File: src/sv/tlvs_pkg.sv
// tlvs_pkg: shared types and constants for the tlv stream splitter
// holds the phase encoding, status codes and transaction structs
// no dependencies
`timescale 1ns / 1ps

package tlvs_pkg;

  // tag byte that ends parsing of a packet
  localparam logic [7:0] END_TAG = 8'h00;

  // packet status codes
  localparam logic [1:0] ST_CONT  = 2'd0;
  localparam logic [1:0] ST_OK    = 2'd1;
  localparam logic [1:0] ST_TRUNC = 2'd2;

  // parser phase, one-hot
  typedef enum logic [3:0] {
    PH_TAG  = 4'b0001,
    PH_LEN  = 4'b0010,
    PH_DATA = 4'b0100,
    PH_DONE = 4'b1000
  } phase_t;

  // one input transaction
  typedef struct packed {
    logic       packet_end;
    logic [7:0] in_byte;
  } item_t;

  // one result transaction
  typedef struct packed {
    logic [1:0] packet_status;
    logic       elem_last;
    logic [7:0] byte_offset;
    logic       payload_valid;
    logic [7:0] payload_byte;
    logic [7:0] elem_tag;
  } res_t;

endpackage

File: src/sv/tlvs_parser.sv
// tlvs_parser: phase and counter state of the tlv parser plus its step logic
// computes one result per registered input byte and updates state on step
// depends on tlvs_pkg
`timescale 1ns / 1ps

module tlvs_parser
  import tlvs_pkg::*;
(
  input  logic  clk,
  input  logic  rst,
  input  logic  step,
  input  item_t item,
  output res_t  res
);

  phase_t     phase, phase_next;
  logic [7:0] held_tag, held_tag_next;
  logic [7:0] bytes_left, bytes_left_next;
  logic [7:0] position, position_next;
  logic       fine;

  // step logic for one byte
  always_comb begin
    phase_next      = phase;
    held_tag_next   = held_tag;
    bytes_left_next = bytes_left;
    position_next   = position;
    fine            = 1'b1;
    res             = '0;
    res.packet_status = ST_CONT;

    unique case (phase)
      PH_TAG: begin
        if (item.in_byte == END_TAG) begin
          phase_next = PH_DONE;
        end else begin
          held_tag_next = item.in_byte;
          phase_next    = PH_LEN;
          fine          = 1'b0;
        end
      end
      PH_LEN: begin
        if (item.in_byte == 8'd0) begin
          phase_next = PH_TAG;
        end else begin
          bytes_left_next = item.in_byte;
          position_next   = 8'd0;
          phase_next      = PH_DATA;
          fine            = 1'b0;
        end
      end
      PH_DATA: begin
        res.elem_tag      = held_tag;
        res.payload_byte  = item.in_byte;
        res.payload_valid = 1'b1;
        res.byte_offset   = position;
        res.elem_last     = (bytes_left <= 8'd1);
        position_next     = position + 8'd1;
        if (bytes_left <= 8'd1) begin
          bytes_left_next = 8'd0;
          phase_next      = PH_TAG;
        end else begin
          bytes_left_next = bytes_left - 8'd1;
          fine            = 1'b0;
        end
      end
      PH_DONE: begin
      end
      default: begin
      end
    endcase

    // end of packet: report and return to the start state
    if (item.packet_end) begin
      res.packet_status = fine ? ST_OK : ST_TRUNC;
      phase_next        = PH_TAG;
      held_tag_next     = 8'd0;
      bytes_left_next   = 8'd0;
      position_next     = 8'd0;
    end
  end

  // state registers
  always_ff @(posedge clk) begin
    if (rst) begin
      phase      <= PH_TAG;
      held_tag   <= 8'd0;
      bytes_left <= 8'd0;
      position   <= 8'd0;
    end else if (step) begin
      phase      <= phase_next;
      held_tag   <= held_tag_next;
      bytes_left <= bytes_left_next;
      position   <= position_next;
    end
  end

  // a packet end always leaves the parser ready for a new tag
  a_end_resets: assert property (@(posedge clk) disable iff (rst)
    step && item.packet_end |=> phase == PH_TAG && bytes_left == 8'd0)
    else $error("parser state not cleared after packet end");

  // inside a payload at least one byte is still due
  a_data_count: assert property (@(posedge clk) disable iff (rst)
    phase == PH_DATA |-> bytes_left != 8'd0)
    else $error("payload phase with no bytes left");

  // the element end mark only comes with a payload byte
  a_last_valid: assert property (@(posedge clk) disable iff (rst)
    res.elem_last |-> res.payload_valid)
    else $error("element end without payload byte");

  // after an end tag no payload appears
  a_done_quiet: assert property (@(posedge clk) disable iff (rst)
    phase == PH_DONE |-> !res.payload_valid)
    else $error("payload after end tag");

endmodule

File: src/sv/tlv_stream_splitter.sv
// an accepted input transaction goes through the input register, then the result
// register, before its result shows on m_tvalid
// throughput: one byte per cycle while m_tready does not stall the result register
// one result transaction for every input byte, in order
// rst (synchronous, active high) empties both pipeline registers and puts the
// parser back to expecting a tag byte
// depends on tlvs_pkg and tlvs_parser
`timescale 1ns / 1ps

module tlv_stream_splitter
  import tlvs_pkg::*;
(
  input  logic        clk,
  input  logic        rst,
  input  logic        s_tvalid,
  output logic        s_tready,
  input  logic [7:0]  s_tdata,   // [7:0] in_byte
  input  logic        s_tlast,   // packet_end
  output logic        m_tvalid,
  input  logic        m_tready,
  output logic [23:0] m_tdata,   // [7:0] elem_tag, [15:8] payload_byte, [23:16] byte_offset
  output logic [2:0]  m_tuser,   // [0] payload_valid, [2:1] packet_status
  output logic        m_tlast    // elem_last
);

  logic  in_valid;
  item_t in_item;
  logic  adv;
  res_t  res;
  res_t  out_res;

  // a held byte moves on when the result register is free or draining
  assign adv      = in_valid && (!m_tvalid || m_tready);
  assign s_tready = !in_valid || adv;

  // input register
  always_ff @(posedge clk) begin
    if (rst) begin
      in_valid <= 1'b0;
    end else if (s_tready) begin
      in_valid <= s_tvalid;
    end
  end

  always_ff @(posedge clk) begin
    if (s_tvalid && s_tready) begin
      in_item.in_byte    <= s_tdata;
      in_item.packet_end <= s_tlast;
    end
  end

  tlvs_parser u_parser (
    .clk  (clk),
    .rst  (rst),
    .step (adv),
    .item (in_item),
    .res  (res)
  );

  // result register
  always_ff @(posedge clk) begin
    if (rst) begin
      m_tvalid <= 1'b0;
    end else if (!m_tvalid || m_tready) begin
      m_tvalid <= in_valid;
    end
  end

  always_ff @(posedge clk) begin
    if (adv) begin
      out_res <= res;
    end
  end

  // pack the result transaction
  assign m_tdata = {out_res.byte_offset, out_res.payload_byte, out_res.elem_tag};
  assign m_tuser = {out_res.packet_status, out_res.payload_valid};
  assign m_tlast = out_res.elem_last;

endmodule

File: config.mk
export PLATFORM = sky130hd
export DESIGN_NAME = tlv_stream_splitter
export DESIGN_NICKNAME = d
export VERILOG_FILES = /design/src/sv/tlvs_pkg.sv /design/src/sv/tlvs_parser.sv /design/src/sv/tlv_stream_splitter.sv
export SDC_FILE = /design/constraint.sdc
export NUM_CORES = 1
export LEC_CHECK = 0
export ABC_AREA = 1
export BUFFER_PORTS_ARGS = -buffer_cell sky130_fd_sc_hd__buf_2
export CORE_MARGIN = 3
export CORE_UTILIZATION = 61
export DETAILED_ROUTE_END_ITERATION = 8
export PLACE_DENSITY = 0.89
export SYNTH_ARGS = -nofsm -noshare
export SYNTH_HDL_FRONTEND = slang
export SYNTH_HIERARCHICAL = 1
export SYNTH_SLANG_ARGS = --single-unit
File: constraint.sdc
create_clock -name clk -period 4.32 [get_ports clk]
set_input_delay 0.216 -clock clk [delete_from_list [all_inputs] [get_ports clk]]
set_output_delay 0.216 -clock clk [all_outputs]
set_load 0.1 [all_outputs]
### After elaboration in Yosys (flattened, before gate mapping)

Cells that the tools add are included.

| word-level totals | value |
|---|---|
| register bits after elaboration | 67 |
| output and inout bits | 30 |
| word-level logic and storage cells | 56 |

| cells by class | value |
|---|---|
| $add $sub $neg | 2 |
| magnitude comparators | 1 |
| eq/ne operators | 6 |
| mux-type cells | 19 |
| reductions and logical operators | 14 |

Operators with widths:

| cell | number |
|---|---|
| $mux W8 | 7 |
| $pmux W8 S2 | 2 |
| $mux W17 | 1 |
| $mux W4 | 3 |
| $pmux W4 S3 | 1 |
| $reduce_and A3 Y1 | 3 |
| $add A8 B1 Y8 const B | 1 |
| $le A8 B1 Y1 const B | 1 |
| $logic_not A8 Y1 | 1 |
| $sub A8 B1 Y8 const B | 1 |
| $eq A4 B1 Y1 const B | 1 |
| $eq A4 B2 Y1 const B | 1 |
| $eq A4 B3 Y1 const B | 1 |
| $reduce_bool A4 Y1 | 1 |
| $mux W3 | 1 |
| $ne A3 B2 Y1 const B | 1 |
| $ne A3 B3 Y1 const B | 1 |
| $reduce_bool A3 Y1 | 1 |
| $logic_and A1 B1 Y1 | 2 |
| $logic_not A1 Y1 | 2 |
| $logic_or A1 B1 Y1 | 2 |
| $mux W1 | 2 |
| $mux W2 | 1 |
| $ne A2 B2 Y1 const B | 1 |
| other kinds (3) | 3 |

### Depth between registers and ports, before layout

| depth | value |
|---|---|
| word-level depth | 5 |
| mapped depth | 11 |
| mapped depth without buffers | 11 |

### By module

The synthesis kept the hierarchy.

Modules (own cells, without submodules):

| module | instances | cells each | area an instance (sq um) | sequential area each (sq um) |
|---|---|---|---|---|
| tlvs_parser | 1 | 321 | 1985.7 | 560.5 |
| tlv_stream_splitter | 1 | 49 | 1202.4 | 1151.1 |

### Least setup slack after synthesis

Ideal clock, no wire load.

| timing path | value |
|---|---|
| path type | reg2reg |
| start point | register m_tvalid |
| end point | register u_parser.held_tag[3] |
| data arrival time | 3.277 ns |
| setup slack | 0.970 ns |
| cell stages (with the launch flop) | 8 |
| path buffers | 1 |
| clock period less this slack | 3.350 ns |
| path through | dfxtp_1 > a21oi_1 > buf_2 > a21boi_4 > nand2_4 > inv_2 > nand2_1 > a21oi_1 |

| on the way | value |
|---|---|
| word-level cells in the longest chain between the ends | 4 |

Ends and longest elaborated chain:

| element | RTL line | RTL |
|---|---|---|
| from (decl) | tlv_stream_splitter.sv:19 | `output logic m_tvalid,` |
| from (signal assigned) | tlv_stream_splitter.sv:65 | `m_tvalid <= in_valid;` |
| $logic_not A1 Y1 | tlv_stream_splitter.sv:33 | `assign adv = in_valid && (!m_tvalid \|\| m_tready);` |
| $logic_or A1 B1 Y1 | tlv_stream_splitter.sv:33 |  |
| $logic_and A1 B1 Y1 | tlv_stream_splitter.sv:33 |  |
| via adv | tlv_stream_splitter.sv:28 | `logic adv;` |
| $reduce_and A3 Y1 (no source line) | -- |  |
| to (signal assigned) | tlvs_parser.sv:92 | `held_tag <= held_tag_next;` |
| to (decl) | tlvs_parser.sv:17 | `logic [7:0] held_tag, held_tag_next;` |

The timed path passes the listed nets, and every way through them passes these cells.
A chain may end at the register's enable or synchronous reset.

### Worst setup path after layout

| timing path | value |
|---|---|
| start point | register u_parser.phase[3] |
| end point | register u_parser.bytes_left[4] |

| on the way | value |
|---|---|
| word-level cells in the longest chain between the ends | 3 |
| elaborated cells between the ends (all ways) | 7 |
| those cells by class | eq/ne (3); mux (2); reduce/logical (2) |

Ends and longest elaborated chain:

| element | RTL line | RTL |
|---|---|---|
| from (decl) | tlvs_parser.sv:16 | `phase_t phase, phase_next;` |
| from (signal assigned) | tlvs_parser.sv:91 | `phase <= phase_next;` |
| $eq A4 B2 Y1 or $eq A4 B3 Y1 (tied branches) | tlvs_parser.sv:32 | `unique case (phase)` |
| $ne A3 B3 Y1 (no source line), or another cell as far along | -- |  |
| $reduce_and A3 Y1 (no source line) or $mux W8 (tied branches) | -- |  |
| to (signal assigned) | tlvs_parser.sv:93 | `bytes_left <= bytes_left_next;` |
| to (decl) | tlvs_parser.sv:18 | `logic [7:0] bytes_left, bytes_left_next;` |

Several ways; a longest one is shown, not always the timed one.

==> metrics.csv <==
stage,metric,value,unit
status,run_status,finished clean,
setup_path,timing.setup.critical_path_class,reg2reg,
final_layout,multiInputGateArea,1220,um2
hold_path,hp-class,in2reg,
timing,timing.max_slew.rel_slack,44.5,%
synthesis,synthArstFlopShare,0,%
detailed_routing,drcViolationCount,0,
clock_network,clock_sinks,67,
synthesis,synth.ff_latch_count,67,
setup_path,critical_path_arrival,2.58,ns
global_routing,grt_antenna_before_repair,0,
global_routing,pin_count_of_the_biggest_net_entering_global_routing,40,
final_layout,layout.cell_area.non_filler,3630,um2
floorplan,die_outline_area,6130,um2
placed_design,place_ws,2.00,ns
floorplan,initial_core_util,65.3,%
floorplan,die_height,78.3,um
setup_path,timing.critical_path.mode_cell,nand3_2,
global_routing,wire_length_of_the_first_global_routing_pass,10.8,mm
setup_path,timing.critical_path.buf_inv,1,
final_layout,final_layout_size_suffix_gt1_share,22.4,%
clock_network,root_buffer,clkbuf_8,
setup_path,timing.critical_path.to_type,register,
clock_network,tritoncts.num_buffers,9,
clock_network,clock_path_buffers,2,
setup_path,setup.worst_path.start_class,register,
detailed_routing,postRouteAntennaNets,0,
final_layout,area.growth.synth_to_final,13.9,%
synthesis,post_synth_inst_count,370,
global_routing,grt_pass1_vias,2347,
clock_network,clk_latency,0.34,ns
setup_path,required,4.55,ns
timing,post-route-min-period,2.35,ns
timing,worst_slew_pin_tran,0.832,ns
timing,finalCritPeriodShare,54.4,%
synthesis,synth_ff_type,edfxtp_1,
synthesis,synth_warnings,6,
floorplan,pin_count,43,
synthesis,yosys.cell_types.count,31,
setup_path,r2r_setup_slack,1.97,ns
timing,endpoints_failing_hold,0,
clock_network,postcts_resize_cnt,0,
floorplan,core,4880,um2
setup_path,max_stage_delay,0.65,ns
synthesis,synthesis.area_per_instance,8.62,um2
timing,sum_neg_setup_slack,0,ns
power,power,1.40,mW
placed_design,detailed_place_hpwl,4.46,mm
global_routing,gr-total-overflow,0,
timing,max_freq,425,MHz
detailed_routing,detailedRoute.firstIterationViolations,264,
timing,setup_viol,0,
placed_design,io_buffers,42,
detailed_routing,routed_via_density,5.41,
floorplan,placementRows,25,
detailed_routing,first_pass_iters,4,
synthesis,post-synth-top-area-fraction,34.9,%
synthesis,synth.cell_area,3190,um2
synthesis,yosys-top-cells-area,"edfxtp_1, dfxtp_1, nand2_1",
power,cellLeakagePower,1.48,nW
flow_run,max_cap_violations,0,
setup_path,cpLargestDelayFamily,simple AND/OR/NAND/NOR gates,
clock_network,cts.reportedPaths.clkPinSlew,0.07,ns
detailed_routing,postRouteWirelength,6.47,mm
detailed_routing,num_vias,2627,
setup_path,crit_path_max_fanout,39,
power,max-vdd-ir-drop,0.246,mV
final_layout,filler_cell_count,370,
synthesis,synth_enable_flop_cells,37,
clock_network,cts_setup_buffers,0,
clock_network,ctsHoldBuffers,0,
timing,slew_violations,0,
synthesis,syn_nets,386,
synthesis,synth-seq-area-share,53.7,%
setup_path,cp_cell_sequence,"nor2_4, nand3_2, nand3_2, nand3_4, inv_2, nand3_1, and2_1",
final_layout,final_nets,430,
power,power_density,386,nW/um2
timing,worst_setup_slack_final,1.97,ns
synthesis,synth_top_cell_by_area,edfxtp_1,
placed_design,place_area,3430,um2
floorplan,floorplan.die.width,78.3,um
clock_network,h_tree_depth,3,
global_routing,globalRouteTotalUtil,22.9,%
timing,timing.clock.skew,0.00929,ns
timing,rsz0062_at_grt,no,
final_layout,diodes,0,
detailed_routing,wl_per_cell,13.3,um
placed_design,final_weighted_congestion_in_routability_driven_placement,0.828,
synthesis,yosys.cell_count.top_type,nand2_1,
clock_network,tritoncts,built,
setup_path,critical-path-slowest-cell,nand3_2,
final_layout,area.sequential,1710,um2
synthesis,post_synth_most_frequent_cells,"nand2_1, nor2_1, inv_1, edfxtp_1, dfxtp_1",
-- kinds of logic (layout without fill, tap and decap cells) --
| family | count (synthesis) | after routing | synth area share [%] |
|---|---|---|---|
| AND/OR/NAND/NOR | 197 | 197 | 28.5 |
| flip-flops | 67 | 67 | 53.7 |
| buffers and inverters | 63 | 112 | 8.48 |
| AO/OA/AOI/OAI | 37 | 37 | 7.30 |
| adder cells (fa/ha/maj) | 3 | 3 | 1.18 |
| XOR/XNOR | 3 | 3 | 0.824 |
-- worst register-to-register path: cells and delay by family (launching register included) --
family	cells	cell delay, ns
buf+inv	1	0.25
simple gates	6	1.66
flops	1	0.35
-- registers in the layout, indices dropped and copies added, names as in the netlist --
signal,flops
in_valid,1
in_item,9
m_tuser,3
u_parser/bytes_left,8
u_parser/position,8
m_tlast,1
m_tdata,24
u_parser/held_tag,8
u_parser/phase,4
m_tvalid,1
-- path summary, 6_finish.rpt --
kind / cells after the start / start / to
worst max-delay path: 7 / u_parser/phase[3] / u_parser/bytes_left[4]
worst max register to register: 7 / u_parser/phase[3] / u_parser/bytes_left[4]
worst min register to register: 2 / u_parser/held_tag[2] / u_parser/held_tag[2]
worst min-delay path: 1 / s_tdata[1] / in_item[1]
-- layer usage --
metal	global-route usage (%)	wire, um	vias up
met5	0	0	-
met4	12.1	168	0
met3	4.93	449	15
met2	36.7	3080	101
met1	29.1	2780	1233
li1	-	-	1278
-- layout make-up --
type,instances,share of cell area (%)
Clock inverter,6,1.76
Sequential cell,67,47.1
Inverter,53,5.48
Multi-Input combinational cell,240,33.5
Tap cell,67,2.31
Timing Repair Buffer,43,6.00
Clock buffer,10,3.79
-- where the power goes --
part	switching (mW)	internal (mW)	leakage [nW]
combinational	0.136	0.0355	0.766
clock	0.239	0.282	0.0987
sequential	0.0147	0.694	0.611
-- placed cells by master, fill, tap and decap left out, types with 2 or more instances in the layout --
master and instances:
a21oi_1 18, a21oi_2 8, buf_2 42, clkbuf_8 10, clkinv_2 2, clkinvlp_4 2, dfxtp_1 30, edfxtp_1 37
ha_1 3, inv_1 48, inv_2 4, nand2_1 87, nand2_2 7, nand3_1 21, nand3_2 6, nand3_4 2
nand4_1 8, nor2_1 59, nor2_4 3, o21ai_0 6, xor2_1 2
-- stage by stage --
step                instances  utilization, %  hold slack [ns]
floorplan                 370               -            0.278
global placement          470            70.3            0.394
detailed placement        470            70.3            0.394
CTS                       486            74.4           0.0343
global route              486            74.4           0.0323
finish                    486            74.4           0.0511
Power figures use the tool's default switching activity.
